===== config.mk =====
export PLATFORM = sky130hd
export DESIGN_NAME = command_frame_builder_unit
export DESIGN_NICKNAME = d
export VERILOG_FILES = /design/src/design/cfb_pkg.sv /design/src/design/command_frame_builder_unit.sv /design/src/design/cfb_front.sv /design/src/design/cfb_queue.sv /design/src/design/cfb_back.sv
export SDC_FILE = /design/constraint.sdc
export NUM_CORES = 1
export LEC_CHECK = 0
export BUFFER_PORTS_ARGS = -buffer_cell sky130_fd_sc_hd__buf_2
export CORE_MARGIN = 1.5
export CORE_UTILIZATION = 54
export DETAILED_ROUTE_END_ITERATION = 12
export MAX_ROUTING_LAYER = met4
export PLACE_DENSITY = 0.71
export SLEW_MARGIN = 20
export SYNTH_ARGS = -nofsm -noshare
export SYNTH_HDL_FRONTEND = slang
export SYNTH_HIERARCHICAL = 1
export SYNTH_SLANG_ARGS = --single-unit

===== constraint.sdc =====
create_clock -name clk -period 5.29 [get_ports clk]
set_clock_uncertainty 0.05 [all_clocks]
set_input_delay 0.7935 -clock clk [delete_from_list [all_inputs] [get_ports clk]]
set_output_delay 0.7935 -clock clk [all_outputs]
set_load 0.01 [all_outputs]

===== src/design/cfb_pkg.sv =====
// Package for the command frame builder: channel payload types, queue job type,
// frame constants and output step codes. No dependencies.
package cfb_pkg;

	// Frame type bytes and checksum seed
	localparam logic [7:0] TYPE_CMD  = 8'hA0;
	localparam logic [7:0] TYPE_TLS  = 8'hB0;
	localparam logic [7:0] BODY_SEED = 8'hAA;

	// Frame kinds
	localparam logic KIND_CMD = 1'b0;
	localparam logic KIND_TLS = 1'b1;

	// Job queue between front and back
	localparam int QDEPTH  = 4;
	localparam int QPTR_W  = $clog2(QDEPTH);
	localparam int QCNT_W  = $clog2(QDEPTH + 1);

	// Output step codes, in emission order within one job
	localparam int STEP_W = 4;
	localparam logic [STEP_W-1:0] STEP_TYPE    = 4'd0;
	localparam logic [STEP_W-1:0] STEP_LEN_LO  = 4'd1;
	localparam logic [STEP_W-1:0] STEP_LEN_HI  = 4'd2;
	localparam logic [STEP_W-1:0] STEP_HDR_SUM = 4'd3;
	localparam logic [STEP_W-1:0] STEP_CMD     = 4'd4;
	localparam logic [STEP_W-1:0] STEP_PLEN_LO = 4'd5;
	localparam logic [STEP_W-1:0] STEP_PLEN_HI = 4'd6;
	localparam logic [STEP_W-1:0] STEP_DATA    = 4'd7;
	localparam logic [STEP_W-1:0] STEP_CHECK   = 4'd8;
	localparam logic [STEP_W-1:0] STEP_NONE    = 4'd9;

	typedef struct packed {
		logic        frame_kind;
		logic [7:0]  command_code;
		logic [15:0] payload_length;
		logic [7:0]  data_byte;
	} in_t;

	typedef struct packed {
		logic [7:0] out_byte;
		logic       frame_end;
	} out_t;

	// One classified input transaction: which byte groups to emit and their values
	typedef struct packed {
		logic       has_hdr;
		logic       kind;
		logic [7:0] len_lo;
		logic [7:0] len_hi;
		logic [7:0] hdr_sum;
		logic       hdr_end;
		logic [7:0] cmd;
		logic [7:0] plen_lo;
		logic [7:0] plen_hi;
		logic       has_data;
		logic [7:0] data;
		logic       data_end;
		logic       has_chk;
		logic [7:0] check;
	} job_t;

endpackage


===== src/design/command_frame_builder_unit.sv =====
// Command frame builder top level: front end, job queue and back end.
// Each accepted item passes through the job queue and then the output register.
// Throughput: one output byte per cycle while output is taken; a payload item gives
// one byte (two on the last byte of a command frame), a frame's first item 4 to 9 bytes.
// Input is taken every cycle while the 4-entry job queue has room.
// Reset (arst_n low, asynchronous) closes any open frame and empties queue and output.
module command_frame_builder_unit (
	input  logic          clk,
	input  logic          arst_n,
	input  logic          in_valid,
	output logic          in_ready,
	input  cfb_pkg::in_t  in_data,
	output logic          out_valid,
	input  logic          out_ready,
	output cfb_pkg::out_t out_data
);

	cfb_pkg::job_t push_job;
	cfb_pkg::job_t head_job;
	logic          push;
	logic          pop;
	logic          q_empty;
	logic          q_full;

	cfb_front u_front (
		.clk      (clk),
		.arst_n   (arst_n),
		.in_valid (in_valid),
		.in_ready (in_ready),
		.in_data  (in_data),
		.q_full   (q_full),
		.push     (push),
		.job      (push_job)
	);

	cfb_queue u_queue (
		.clk    (clk),
		.arst_n (arst_n),
		.push   (push),
		.wr_job (push_job),
		.pop    (pop),
		.head   (head_job),
		.empty  (q_empty),
		.full   (q_full)
	);

	cfb_back u_back (
		.clk       (clk),
		.arst_n    (arst_n),
		.head      (head_job),
		.empty     (q_empty),
		.pop       (pop),
		.out_valid (out_valid),
		.out_ready (out_ready),
		.out_data  (out_data)
	);

endmodule


===== src/design/cfb_front.sv =====
// Front end of the command frame builder: accepts input transactions, tracks the
// open frame and turns each transaction into a job for the queue. Uses cfb_pkg.
module cfb_front (
	input  logic          clk,
	input  logic          arst_n,
	input  logic          in_valid,
	output logic          in_ready,
	input  cfb_pkg::in_t  in_data,
	input  logic          q_full,
	output logic          push,
	output cfb_pkg::job_t job
);

	logic        in_frame_q;
	logic        kind_held_q;
	logic [15:0] bytes_left_q;
	logic [7:0]  body_sum_q;

	logic        kind_eff;
	logic [7:0]  type_byte;
	logic [15:0] len;
	logic [15:0] plen;
	logic [7:0]  base_sum;
	logic [7:0]  run_sum;
	logic [15:0] left_base;
	logic [15:0] left_next;
	logic        empty_frame;
	logic        last_byte;

	assign in_ready = ~q_full;
	assign push     = in_valid & in_ready;

	// Classify the transaction and work out header fields and sums
	always_comb begin
		kind_eff    = in_frame_q ? kind_held_q : in_data.frame_kind;
		type_byte   = in_data.frame_kind ? cfb_pkg::TYPE_TLS : cfb_pkg::TYPE_CMD;
		len         = in_data.frame_kind ? in_data.payload_length
		                                 : in_data.payload_length + 16'd4;
		plen        = in_data.payload_length + 16'd1;
		empty_frame = ~in_frame_q & (in_data.payload_length == 16'd0);
		if (in_frame_q) begin
			base_sum  = body_sum_q;
			left_base = bytes_left_q;
		end else begin
			base_sum  = in_data.frame_kind ? 8'd0
			            : in_data.command_code + plen[7:0] + plen[15:8];
			left_base = in_data.payload_length;
		end
		run_sum   = empty_frame ? base_sum : base_sum + in_data.data_byte;
		left_next = left_base - 16'd1;
		last_byte = ~empty_frame & (left_next == 16'd0);

		job          = '0;
		job.has_hdr  = ~in_frame_q;
		job.kind     = kind_eff;
		job.len_lo   = len[7:0];
		job.len_hi   = len[15:8];
		job.hdr_sum  = type_byte + len[7:0] + len[15:8];
		job.hdr_end  = empty_frame & (in_data.frame_kind == cfb_pkg::KIND_TLS);
		job.cmd      = in_data.command_code;
		job.plen_lo  = plen[7:0];
		job.plen_hi  = plen[15:8];
		job.has_data = ~empty_frame;
		job.data     = in_data.data_byte;
		job.data_end = last_byte & (kind_eff == cfb_pkg::KIND_TLS);
		job.has_chk  = (empty_frame | last_byte) & (kind_eff == cfb_pkg::KIND_CMD);
		job.check    = cfb_pkg::BODY_SEED - run_sum;
	end

	// Advance the open-frame state on every accepted transaction
	always_ff @(posedge clk or negedge arst_n) begin
		if (!arst_n) begin
			in_frame_q   <= 1'b0;
			kind_held_q  <= 1'b0;
			bytes_left_q <= '0;
			body_sum_q   <= '0;
		end else if (push) begin
			kind_held_q  <= kind_eff;
			body_sum_q   <= run_sum;
			if (empty_frame) begin
				in_frame_q   <= 1'b0;
				bytes_left_q <= '0;
			end else begin
				in_frame_q   <= ~last_byte;
				bytes_left_q <= left_next;
			end
		end
	end

	// An open frame always has payload bytes outstanding
	a_open_has_left: assert property (@(posedge clk) disable iff (!arst_n)
		in_frame_q |-> (bytes_left_q != 16'd0))
		else $error("open frame with no bytes left");

endmodule


===== src/design/cfb_queue.sv =====
// Short job queue between front and back of the command frame builder, held in
// flip-flops with one write and one read pointer. Uses cfb_pkg.
module cfb_queue (
	input  logic          clk,
	input  logic          arst_n,
	input  logic          push,
	input  cfb_pkg::job_t wr_job,
	input  logic          pop,
	output cfb_pkg::job_t head,
	output logic          empty,
	output logic          full
);

	cfb_pkg::job_t                 entry_q [cfb_pkg::QDEPTH];
	logic [cfb_pkg::QPTR_W-1:0]    wr_ptr_q;
	logic [cfb_pkg::QPTR_W-1:0]    rd_ptr_q;
	logic [cfb_pkg::QCNT_W-1:0]    count_q;

	assign empty = (count_q == '0);
	assign full  = (count_q == cfb_pkg::QCNT_W'(cfb_pkg::QDEPTH));
	assign head  = entry_q[rd_ptr_q];

	// Store pushed jobs
	always_ff @(posedge clk) begin
		if (push) begin
			entry_q[wr_ptr_q] <= wr_job;
		end
	end

	// Advance pointers and occupancy
	always_ff @(posedge clk or negedge arst_n) begin
		if (!arst_n) begin
			wr_ptr_q <= '0;
			rd_ptr_q <= '0;
			count_q  <= '0;
		end else begin
			if (push) begin
				wr_ptr_q <= wr_ptr_q + 1'b1;
			end
			if (pop) begin
				rd_ptr_q <= rd_ptr_q + 1'b1;
			end
			case ({push, pop})
				2'b10:   count_q <= count_q + 1'b1;
				2'b01:   count_q <= count_q - 1'b1;
				default: count_q <= count_q;
			endcase
		end
	end

	a_no_push_full: assert property (@(posedge clk) disable iff (!arst_n)
		full |-> !push)
		else $error("push into full job queue");

	a_no_pop_empty: assert property (@(posedge clk) disable iff (!arst_n)
		empty |-> !pop)
		else $error("pop from empty job queue");

endmodule


===== src/design/cfb_back.sv =====
// Back end of the command frame builder: walks the head job byte by byte and
// drives the registered output channel. Uses cfb_pkg.
module cfb_back (
	input  logic          clk,
	input  logic          arst_n,
	input  cfb_pkg::job_t head,
	input  logic          empty,
	output logic          pop,
	output logic          out_valid,
	input  logic          out_ready,
	output cfb_pkg::out_t out_data
);

	logic [cfb_pkg::STEP_W-1:0] step_q;
	logic [cfb_pkg::STEP_W-1:0] cur_step;
	logic [cfb_pkg::STEP_W-1:0] nxt_step;
	logic                       out_valid_q;
	cfb_pkg::out_t              out_data_q;
	cfb_pkg::out_t              sel;
	logic                       load;

	// First step present in the job at or after the given one
	function automatic logic [cfb_pkg::STEP_W-1:0] pick(cfb_pkg::job_t j,
	                                                    logic [cfb_pkg::STEP_W-1:0] from);
		logic [8:0]                 mask;
		logic [cfb_pkg::STEP_W-1:0] r;
		mask = {j.has_chk, j.has_data, {3{j.has_hdr & (j.kind == cfb_pkg::KIND_CMD)}},
		        {4{j.has_hdr}}};
		r = cfb_pkg::STEP_NONE;
		for (int i = 8; i >= 0; i--) begin
			if (mask[i] && (cfb_pkg::STEP_W'(i) >= from)) begin
				r = cfb_pkg::STEP_W'(i);
			end
		end
		return r;
	endfunction

	// Choose the byte for the current step
	always_comb begin
		cur_step = pick(head, step_q);
		nxt_step = pick(head, cur_step + 1'b1);
		load     = ~empty & (~out_valid_q | out_ready);
		pop      = load & (nxt_step == cfb_pkg::STEP_NONE);
		sel      = '0;
		case (cur_step)
			cfb_pkg::STEP_TYPE:    sel.out_byte = (head.kind == cfb_pkg::KIND_TLS) ?
			                                      cfb_pkg::TYPE_TLS : cfb_pkg::TYPE_CMD;
			cfb_pkg::STEP_LEN_LO:  sel.out_byte = head.len_lo;
			cfb_pkg::STEP_LEN_HI:  sel.out_byte = head.len_hi;
			cfb_pkg::STEP_HDR_SUM: begin
				sel.out_byte  = head.hdr_sum;
				sel.frame_end = head.hdr_end;
			end
			cfb_pkg::STEP_CMD:     sel.out_byte = head.cmd;
			cfb_pkg::STEP_PLEN_LO: sel.out_byte = head.plen_lo;
			cfb_pkg::STEP_PLEN_HI: sel.out_byte = head.plen_hi;
			cfb_pkg::STEP_DATA: begin
				sel.out_byte  = head.data;
				sel.frame_end = head.data_end;
			end
			cfb_pkg::STEP_CHECK: begin
				sel.out_byte  = head.check;
				sel.frame_end = 1'b1;
			end
			default:               sel = '0;
		endcase
	end

	// Hold the output byte until taken
	always_ff @(posedge clk) begin
		if (load) begin
			out_data_q <= sel;
		end
	end

	// Advance step and output valid
	always_ff @(posedge clk or negedge arst_n) begin
		if (!arst_n) begin
			step_q      <= cfb_pkg::STEP_TYPE;
			out_valid_q <= 1'b0;
		end else begin
			if (load) begin
				step_q      <= pop ? cfb_pkg::STEP_TYPE : nxt_step;
				out_valid_q <= 1'b1;
			end else if (out_ready) begin
				out_valid_q <= 1'b0;
			end
		end
	end

	assign out_valid = out_valid_q;
	assign out_data  = out_data_q;

	// A job is retired only when its last byte moves into the output register
	a_pop_on_load: assert property (@(posedge clk) disable iff (!arst_n)
		pop |=> out_valid_q)
		else $error("job retired without loading a byte");

endmodule

==> impl_metrics.env, run 1 <==
export IMPL_antenna_found_initial=1
export IMPL_reg2reg_depth=19
export IMPL_cts_buffers=35
export IMPL_cts_max_level=2
export IMPL_worstPathArrival_ns=5.15
export IMPL_routed_wl_mm=35.9
export IMPL_ctsResizeCount=0
export IMPL_final_cell_area_um2=17800
export IMPL_synth_cell_types=81
export IMPL_areaGrowthSynthToFinish_pct=11.7
export IMPL_synth_most_common_cell="edfxtp_1"
export IMPL_fin_ws_ns=0.413
export IMPL_cap_violations=0
export IMPL_yosys_top_cells_area="edfxtp_1 55%, mux4_2 9.6%, dfrtp_1 6.0%"
export IMPL_fin_crit_sh_pct=92.2
export IMPL_clock_sinks=327
export IMPL_wl_per_cell_um=23.4
export IMPL_ys_top_cells_by_count="289 x edfxtp_1, 68 x mux4_2, 57 x inv_1"
export IMPL_hold_violations=0
export IMPL_cp_end_kind="flip-flop"
export IMPL_p_per_area_nw_per_um2=628
export IMPL_grt_use_total_pct=25.1
export IMPL_leakage_nw=6.46
export IMPL_dp_cells=1471
export IMPL_syn_mean_instance_area_um2=15.1
export IMPL_synthArstFlopShare_pct=11.6
export IMPL_cts_hold_buf=0
export IMPL_postCtsSetupRepairBufs=0
export IMPL_grt_start_max_net_pins=48
export IMPL_yosysTopAreaCell="edfxtp_1"
export IMPL_first_pass_iters=5
export IMPL_slew_viol_final=0
export IMPL_clockBufferDepth=3
export IMPL_hp_class="input pin to async pin"
export IMPL_post_dp_hpwl_mm=23.9
export IMPL_synth_nets=1148
export IMPL_grt_first_pass_wirelength_mm=55.6
export IMPL_reg2reg_from="u_queue/rd_ptr_q[0]"
export IMPL_place_ws_ns=-0.0380
export IMPL_rows=62
export IMPL_core_area_um2=28900
export IMPL_grt_pass1_vias=9284
export IMPL_rsz0062_at_grt="no"
export IMPL_worstReg2RegEnd="u_queue/count_q[2]"
export IMPL_tightestPinTransition_ns=0.932
export IMPL_synthFlopType="edfxtp_1"
export IMPL_peakVddDrop_mv=0.426
export IMPL_clock_fmax_mhz=205
export IMPL_ys_seq_area_share_pct=60.6
export IMPL_drc=0
export IMPL_synth_edff_count=289
export IMPL_start_util_pct=55.1
export IMPL_crit_required_ns=5.57
export IMPL_setup_worst_path_class="input pin to flip-flop"
export IMPL_drt_initial_drc_count=823
export IMPL_max_slew_margin_pct=37.9
export IMPL_synth_seq_cells=327
export IMPL_clock_tree_root_cell="clkbuf_16"
export IMPL_crit_fanout=5
export IMPL_critPathLaunchType="input pin"
export IMPL_place_congestion=0.919
export IMPL_postSynthCellCount=1056
export IMPL_drive_gt1_share_pct=21.3
export IMPL_yosysWarnings=6
export IMPL_layout_nets=1216
export IMPL_die_x_um=175
export IMPL_yosysTopAreaCellShare_pct=54.6
export IMPL_setup_violations=0
export IMPL_io_pins=48
export IMPL_final_cells=1534
export IMPL_vias=9338
export IMPL_power_total_mw=11.1
export IMPL_viasPerCell=6.09
export IMPL_dieArea_um2=30500
export IMPL_io_buffer_count=47
export IMPL_min_period_ns=4.88
export IMPL_die_y_um=175
export IMPL_dpl_cell_area_um2=16600
export IMPL_ant_nets=0
export IMPL_fin_util_pct=61.5
export IMPL_tritoncts="built"
export IMPL_clkSlewWorstSetupHoldPaths_ns=0.06
export IMPL_reg2reg_setup_slack_ns=0.45
export IMPL_gr_total_overflow=0
export IMPL_synth_area_um2=15900
export IMPL_status="finished, final reports clean"
export IMPL_insertion_delay_ns=0.51
## registers in the layout, summed over array words and instances (netlist names)
register,flops
u_front/bytes_left_q,16
u_back/out_valid,1
u_front/body_sum_q,8
u_queue/wr_ptr_q,2
u_front/kind_held_q,1
u_front/in_frame_q,1
u_back/out_data,9
u_queue/entry_q,280
u_queue/rd_ptr_q,2
u_queue/count_q,3
u_back/step_q,4
## cell families after synthesis
logic type,Yosys count,synth area share [%]
AO/OA/AOI/OAI,184,8.01
XOR/XNOR,69,4.01
adder cells (fa/ha/maj),55,4.85
buffers and inverters,133,4.60
flip-flops,327,60.6
multiplexers,93,11.4
AND/OR/NAND/NOR,195,6.50
## worst max-delay path, stage by stage
cell      delay, ns
buf_2          0.14
and4_1         0.23
buf_4          0.12
nand4_1        0.15
xor2_1         0.21
fa_1           0.52
inv_1          0.04
ha_1           0.36
inv_1          0.06
o21bai_1       0.19
mux2i_1        0.28
nand2_1        0.13
ha_1           0.34
and4_1         0.20
or3_1          0.33
and3_1         0.21
o22a_1         0.22
or3_1          0.38
o221ai_2       0.23
## per-layer routing
layer  share of wire (%)  vias up  global-route usage [%]
met5                   0        -                       -
met4                 2.3        0                    6.70
met3                 5.9       54                    3.29
met2                  48      318                    38.7
met1                  44     4764                    35.8
li1                    -     4202                       -
## area by class of cell
type | instances | area [um2]
sequential | 327 | 9640
tap | 384 | 480
antenna | 1 | 2.50
multi-input combinational | 596 | 5560
clock buffer | 45 | 966
timing repair buffer | 104 | 666
clock inverter | 17 | 218
fill | 2150 | 11100
inverter | 60 | 225
## how the worst max path moves through the flow
stage,startpoint,end,slack [ns],cells after the start
2_1_floorplan,in_data[13],u_queue/entry_q[0][7],0.004,20
3_3_place_gp,in_data[13],u_queue/entry_q[3][7],0.04,19
3_5_place_dp,in_data[9],u_queue/entry_q[1][7],-0.04,19
4_1_cts,u_queue/rd_ptr_q[0],u_queue/count_q[2],0.46,19
5_1_grt,u_queue/rd_ptr_q[0],u_queue/count_q[2],0.13,19
6_report,in_data[9],u_queue/entry_q[2][7],0.41,19
## through the flow
stage                     hold WS, ns  setup TNS [ns]
final                           0.240               0
after CTS                       0.432               0
after global routing            0.283               0
after floorplan                 0.391               0
after global placement          0.405               0
after detailed placement        0.420          -0.152
## cells in the final DEF, fill, tap and decap left out, types with 16 or more instances in the layout
| cell | instances |
|---|---|
| edfxtp_1 | 289 |
| mux4_2 | 68 |
| buf_4 | 58 |
| inv_1 | 57 |
| nand2_1 | 51 |
| buf_2 | 46 |
| ha_1 | 44 |
| xnor2_1 | 41 |
| nor2_1 | 40 |
| a21oi_1 | 39 |
| o21ai_0 | 38 |
| clkbuf_16 | 37 |
| dfrtp_1 | 36 |
| xor2_1 | 25 |
| nor3_1 | 21 |
| mux2i_1 | 19 |
| a22oi_1 | 17 |
| a22o_1 | 16 |
## report_power, final
part	total (mW)	leakage (nW)	switching [mW]	internal [mW]
Sequential	4.01	3.11	0.253	3.76
Combinational	4.62	2.78	2.77	1.85
Clock	2.51	0.574	0.978	1.54
No activity file was read; power rests on OpenSTA's default activity.
==> run 2, diff against run 1 <==
--- a/config.mk
+++ b/config.mk
@@ -7,10 +7,10 @@
 export LEC_CHECK = 0
 export BUFFER_PORTS_ARGS = -buffer_cell sky130_fd_sc_hd__buf_2
 export CORE_MARGIN = 1.5
-export CORE_UTILIZATION = 54
+export CORE_UTILIZATION = 63
 export DETAILED_ROUTE_END_ITERATION = 12
 export MAX_ROUTING_LAYER = met4
-export PLACE_DENSITY = 0.71
+export PLACE_DENSITY = 0.81
 export SLEW_MARGIN = 20
 export SYNTH_ARGS = -nofsm -noshare
 export SYNTH_HDL_FRONTEND = slang
==> constraint.sdc (replaced) <==
create_clock -name clk -period 5.29 [get_ports clk]
set_clock_uncertainty 0.05 [all_clocks]
set_input_delay 1.3225 -clock clk [delete_from_list [all_inputs] [get_ports clk]]
set_output_delay 1.3225 -clock clk [all_outputs]
set_load 0.01 [all_outputs]
==> impl_metrics.env, run 2 (synthesized netlist as in run 1, its figures left out) <==
export IMPL_rows=57
export IMPL_grt_first_pass_wirelength_mm=58.1
export IMPL_fin_tns_setup_ns=0
export IMPL_die_y_um=162
export IMPL_hp_class="flip-flop to flip-flop"
export IMPL_critPathLaunchType="input pin"
export IMPL_io_buffer_count=47
export IMPL_leakage_nw=6.64
export IMPL_core_area_um2=24500
export IMPL_reg2reg_setup_slack_ns=0.37
export IMPL_peakVddDrop_mv=0.443
export IMPL_place_congestion=0.950
export IMPL_antenna_found_initial=1
export IMPL_clock_sinks=327
export IMPL_largest_reg_flops=280
export IMPL_reg2reg_depth=19
export IMPL_dp_cells=1446
export IMPL_regMostFlops="u_queue/entry_q"
export IMPL_wl_per_cell_um=25.1
export IMPL_drt_initial_drc_count=1152
export IMPL_grt_pass1_vias=10000
export IMPL_first_pass_iters=7
export IMPL_crit_fanout=5
export IMPL_drc=0
export IMPL_cp_end_kind="flip-flop"
export IMPL_viasPerCell=6.61
export IMPL_mostFrequentLayoutCell="edfxtp_1"
export IMPL_status="finished, final reports clean"
export IMPL_vias=9990
export IMPL_cts_max_level=2
export IMPL_start_util_pct=64.8
export IMPL_reg2reg_from="u_queue/rd_ptr_q[0]"
export IMPL_power_total_mw=11.3
export IMPL_gr_total_overflow=0
export IMPL_grt_start_max_net_pins=61
export IMPL_place_ws_ns=-0.520
export IMPL_drive_gt1_share_pct=25.9
export IMPL_worstReg2RegEnd="u_queue/count_q[2]"
export IMPL_io_pins=48
export IMPL_routed_wl_mm=37.9
export IMPL_clkSlewWorstSetupHoldPaths_ns=0.06
export IMPL_insertion_delay_ns=0.51
export IMPL_setup_violations=0
export IMPL_dieArea_um2=26200
export IMPL_cts_buffers=34
export IMPL_ant_nets=0
export IMPL_final_cells=1512
export IMPL_setup_worst_path_class="input pin to flip-flop"
export IMPL_final_cell_mix="289 x edfxtp_1, 95 x buf_4, 68 x mux4_2, 56 x inv_1, 50 x nand2_1"
export IMPL_tightestPinTransition_ns=1.04
export IMPL_tritoncts="built"
export IMPL_cts_hold_buf=0
export IMPL_fin_crit_sh_pct=98.7
export IMPL_hold_violations=0
export IMPL_die_x_um=162
export IMPL_worstPathArrival_ns=5.50
export IMPL_fin_ws_ns=0.0672
export IMPL_startpoint="in_data[8]"
export IMPL_clock_fmax_mhz=191
export IMPL_slew_viol_final=0
export IMPL_clock_tree_root_cell="clkbuf_16"
export IMPL_grt_use_total_pct=30.7
export IMPL_post_dp_hpwl_mm=25.0
export IMPL_crit_required_ns=5.57
export IMPL_clockBufferDepth=3
export IMPL_endpoint="u_queue/entry_q[0][7]"
export IMPL_p_per_area_nw_per_um2=625
export IMPL_cap_violations=0
export IMPL_min_period_ns=5.22
export IMPL_max_slew_margin_pct=30.7
export IMPL_areaGrowthSynthToFinish_pct=13.9
export IMPL_layout_nets=1254
==> run 2: cell count changes in the layout (fill, tap and decap cells not counted), moves of 3 or more <==
cell,delta
clkbuf_1,+7
buf_4,+37
clkinv_1,-3
ha_1,-7
bufinv_16,-3
ha_4,+5
==> run 2: through the flow <==
| stage | util [%] | hold WS [ns] | area (um2) |
|---|---|---|---|
| after floorplan | - | 0.391 | 16000 |
| after global placement | 68.5 | 0.405 | 16800 |
| after detailed placement | 68.5 | 0.416 | 16800 |
| after CTS | 73.1 | 0.429 | 17900 |
| after global routing | 73.8 | 0.451 | 18100 |
| final | 73.8 | 0.427 | 18100 |
==> run 2: worst min-delay path by stage <==
stage                     slack (ns)                 endpoint  depth (start not counted)                    start
after floorplan                 0.39         u_back/out_valid                          2       u_queue/count_q[1]
after global placement          0.40         u_back/out_valid                          2       u_queue/count_q[1]
after detailed placement        0.42  u_front/bytes_left_q[0]                          2  u_front/bytes_left_q[0]
after CTS                       0.43  u_front/bytes_left_q[0]                          2  u_front/bytes_left_q[0]
after global routing            0.45  u_front/bytes_left_q[0]                          2  u_front/bytes_left_q[0]
final                           0.43  u_front/bytes_left_q[0]                          2  u_front/bytes_left_q[0]
==> run 2: final cells by class <==
| type | count | area [um2] |
|---|---|---|
| clock inverter | 7 | 90.1 |
| multi-input combinational | 596 | 5750 |
| clock buffer | 54 | 1020 |
| sequential | 327 | 9630 |
| timing repair buffer | 143 | 977 |
| antenna | 1 | 2.50 |
| tap | 324 | 405 |
| fill | 1495 | 6430 |
| inverter | 60 | 225 |
==> run 2: layer usage <==
metal  vias to the layer above  track usage (%)  wire [um]
met3                        92             4.93       3210
met5                         -                -          0
li1                       4283                -          -
met1                      5037             40.9      14800
met4                         0             11.3       1260
met2                       578             48.7      18600
==> run 2: critical path, stage by stage <==
cell,delay (ns)
buf_4,0.15
and4_4,0.27
nand4_1,0.22
xor2_2,0.26
fa_1,0.51
inv_1,0.07
ha_4,0.29
inv_1,0.04
o21bai_1,0.16
mux2i_1,0.25
nand2_1,0.14
ha_4,0.27
and4_4,0.17
or3_1,0.37
and3_4,0.16
o22a_1,0.23
or3_4,0.39
o221ai_4,0.21
==> run 2: where the power goes <==
group,leakage [nW],switching (mW),internal [mW],total [mW]
Combinational,2.99,2.88,2.02,4.90
Sequential,3.11,0.300,3.75,4.05
Clock,0.538,0.948,1.42,2.37
==> run 2: timing repair <==
action,CTS,global route
setup buffers,0,4
gates resized for setup,0,28
setup endpoints to repair,0,17
==> run 3, diff against run 2 <==
--- a/config.mk
+++ b/config.mk
@@ -7,10 +7,10 @@
 export LEC_CHECK = 0
 export BUFFER_PORTS_ARGS = -buffer_cell sky130_fd_sc_hd__buf_2
 export CORE_MARGIN = 1.5
-export CORE_UTILIZATION = 63
+export CORE_UTILIZATION = 40
 export DETAILED_ROUTE_END_ITERATION = 12
+export GPL_TIMING_DRIVEN = 0
 export MAX_ROUTING_LAYER = met4
-export PLACE_DENSITY = 0.81
 export SLEW_MARGIN = 20
 export SYNTH_ARGS = -nofsm -noshare
 export SYNTH_HDL_FRONTEND = slang
==> impl_metrics.env, run 3 (synthesized netlist as in run 1, its figures left out) <==
export IMPL_io_pins=48
export IMPL_cp_end_kind="flip-flop"
export IMPL_wl_per_cell_um=23.4
export IMPL_cts_buffers=36
export IMPL_worstReg2RegEnd="u_queue/count_q[2]"
export IMPL_p_per_area_nw_per_um2=632
export IMPL_worstHoldPathCells=2
export IMPL_grt_start_max_net_pins=45
export IMPL_critPathLaunchType="input pin"
export IMPL_crit_fanout=6
export IMPL_reg2reg_from="u_queue/rd_ptr_q[0]"
export IMPL_reg2reg_setup_slack_ns=0.28
export IMPL_diodes=0
export IMPL_reg2reg_depth=20
export IMPL_hold_violations=0
export IMPL_drt_initial_drc_count=842
export IMPL_critical_path_top_delay_family="adder cells"
export IMPL_hold_ws_ns=0.424
export IMPL_peakVddDrop_mv=0.363
export IMPL_min_period_ns=5.37
export IMPL_rsz0062_at_grt="yes"
export IMPL_ant_nets=0
export IMPL_max_slew_margin_pct=46.4
export IMPL_clock_sinks=327
export IMPL_die_y_um=202
export IMPL_setup_violations=4
export IMPL_gr_total_overflow=0
export IMPL_min_to="u_front/bytes_left_q[0]"
export IMPL_grt_first_pass_wirelength_mm=59.9
export IMPL_clockBufferDepth=3
export IMPL_insertion_delay_ns=0.54
export IMPL_cts_hold_buf=0
export IMPL_crit_required_ns=5.57
export IMPL_leakage_nw=6.73
export IMPL_slew_viol_final=0
export IMPL_worstPathArrival_ns=5.65
export IMPL_dpl_cell_area_um2=16900
export IMPL_fin_crit_sh_pct=101
export IMPL_max_stage_delay_ns=0.49
export IMPL_viasPerCell=5.60
export IMPL_layout_nets=1253
export IMPL_fin_tns_setup_ns=-0.301
export IMPL_mostFrequentLayoutCell="edfxtp_1"
export IMPL_tightestPinTransition_ns=0.803
export IMPL_post_dp_hpwl_mm=27.3
export IMPL_rows=72
export IMPL_place_congestion=0.897
export IMPL_nFillCells=3380
export IMPL_dieArea_um2=40900
export IMPL_violations="negative setup slack"
export IMPL_io_buffer_count=39
export IMPL_min_delay_start="u_front/bytes_left_q[0]"
export IMPL_fin_util_pct=48.1
export IMPL_cts_max_level=2
export IMPL_cap_violations=0
export IMPL_fin_ws_ns=-0.0763
export IMPL_clock_fmax_mhz=186
export IMPL_worst_path_stages=19
export IMPL_clock_tree_root_cell="clkbuf_16"
export IMPL_final_cell_mix="289 x edfxtp_1, 68 x mux4_2, 55 x buf_4, 53 x inv_1, 49 x nand2_1"
export IMPL_clkSlewWorstSetupHoldPaths_ns=0.06
export IMPL_crit_slowest_cell="fa_1"
export IMPL_grt_pass1_vias=9537
export IMPL_largest_reg_flops=280
export IMPL_status="finished, violations left"
export IMPL_cp_num_buf_inv=3
export IMPL_areaGrowthSynthToFinish_pct=17.7
export IMPL_drive_gt1_share_pct=26.9
export IMPL_start_util_pct=40.8
export IMPL_hp_class="flip-flop to flip-flop"
export IMPL_antenna_found_initial=0
export IMPL_setup_worst_path_class="input pin to flip-flop"
export IMPL_die_x_um=202
export IMPL_vias=9536
export IMPL_final_cell_area_um2=18700
export IMPL_path_cells="buf_8, buf_6, and4_4, nand3_4, xnor2_4, fa_1, ha_4, fa_2, xor2_2, a22oi_2, inv_2, ha_4, a21o_1, a21o_1, or3_1, and3_4, o22a_1, or3_4, o221ai_4"
export IMPL_tritoncts="built"
export IMPL_core_area_um2=38900
export IMPL_regMostFlops="u_queue/entry_q"
export IMPL_drc=0
export IMPL_routed_wl_mm=39.9
export IMPL_first_pass_iters=6
export IMPL_grt_use_total_pct=20.3
==> run 3: cell types whose count changed in the layout (fill, tap and decap cells not counted), sizes merged <==
cell / previous run / this run
inv: 58 / 60
diode: 1 / 0
clkbuf: 55 / 67
buf: 142 / 120
bufinv: 2 / 6
clkinv: 7 / 10
==> run 3: tightest hold or removal path, delay by kind of cell (launching register included) <==
kind / cells / cell delay, ns
AO/OA/AOI/OAI: 1 / 0.05
AND/OR/NAND/NOR: 1 / 0.05
flip-flops: 1 / 0.34
==> run 3: repair_timing <==
action	CTS	global route
gates resized for setup	58	22
buffers inserted	24	5
pin swaps	25	19
endpoints found under the setup margin	23	27
==> run 3: final cells by class <==
class	count	area, um2	area share (%)
clock inverter	16	259	1.38
inverter	60	225	1.20
multi-input combinational	596	5920	31.7
timing repair buffer	72	544	2.91
clock buffer	47	952	5.09
tap	518	648	3.46
buffer	68	526	2.81
sequential	327	9630	51.5
==> run 3: power by group <==
part	internal (mW)	switching [mW]
clock	1.57	1.02
combinational	2.15	3.09
sequential	3.75	0.238
total	7.47	4.35
==> run 3: worst max-delay path by stage <==
| stage | startpoint | end | slack, ns |
|---|---|---|---|
| final | in_data[10] | u_queue/entry_q[3][7] | -0.08 |
| after global routing | in_data[12] | u_queue/entry_q[3][7] | -0.21 |
| after CTS | in_data[13] | u_queue/entry_q[3][7] | 0.008 |
| after detailed placement | in_data[8] | u_queue/entry_q[0][7] | -1.14 |
| after global placement | in_data[8] | u_queue/entry_q[0][7] | -1.11 |
| after floorplan | in_data[13] | u_queue/entry_q[0][7] | -0.15 |
==> run 3: layer usage <==
metal | share of wire, % | vias up | routed length, um | GRT usage, %
li1 | - | 4267 | - | -
met1 | 44 | 4922 | 17600 | 28.2
met5 | 0 | - | 0 | -
met3 | 6.0 | 46 | 2400 | 3.55
met2 | 48 | 301 | 19000 | 31.2
met4 | 2.1 | 0 | 826 | 4.95
==> run 3: stage by stage <==
stage | setup slack [ns] | power (mW) | std cells
final | -0.0763 | 11.8 | 1704
after global routing | -0.209 | 12.4 | 1704
after floorplan | -0.146 | 7.37 | 1056
after CTS | 0.00762 | 11.8 | 1700
after detailed placement | -1.14 | 8.96 | 1617
after global placement | -1.11 | 8.88 | 1613
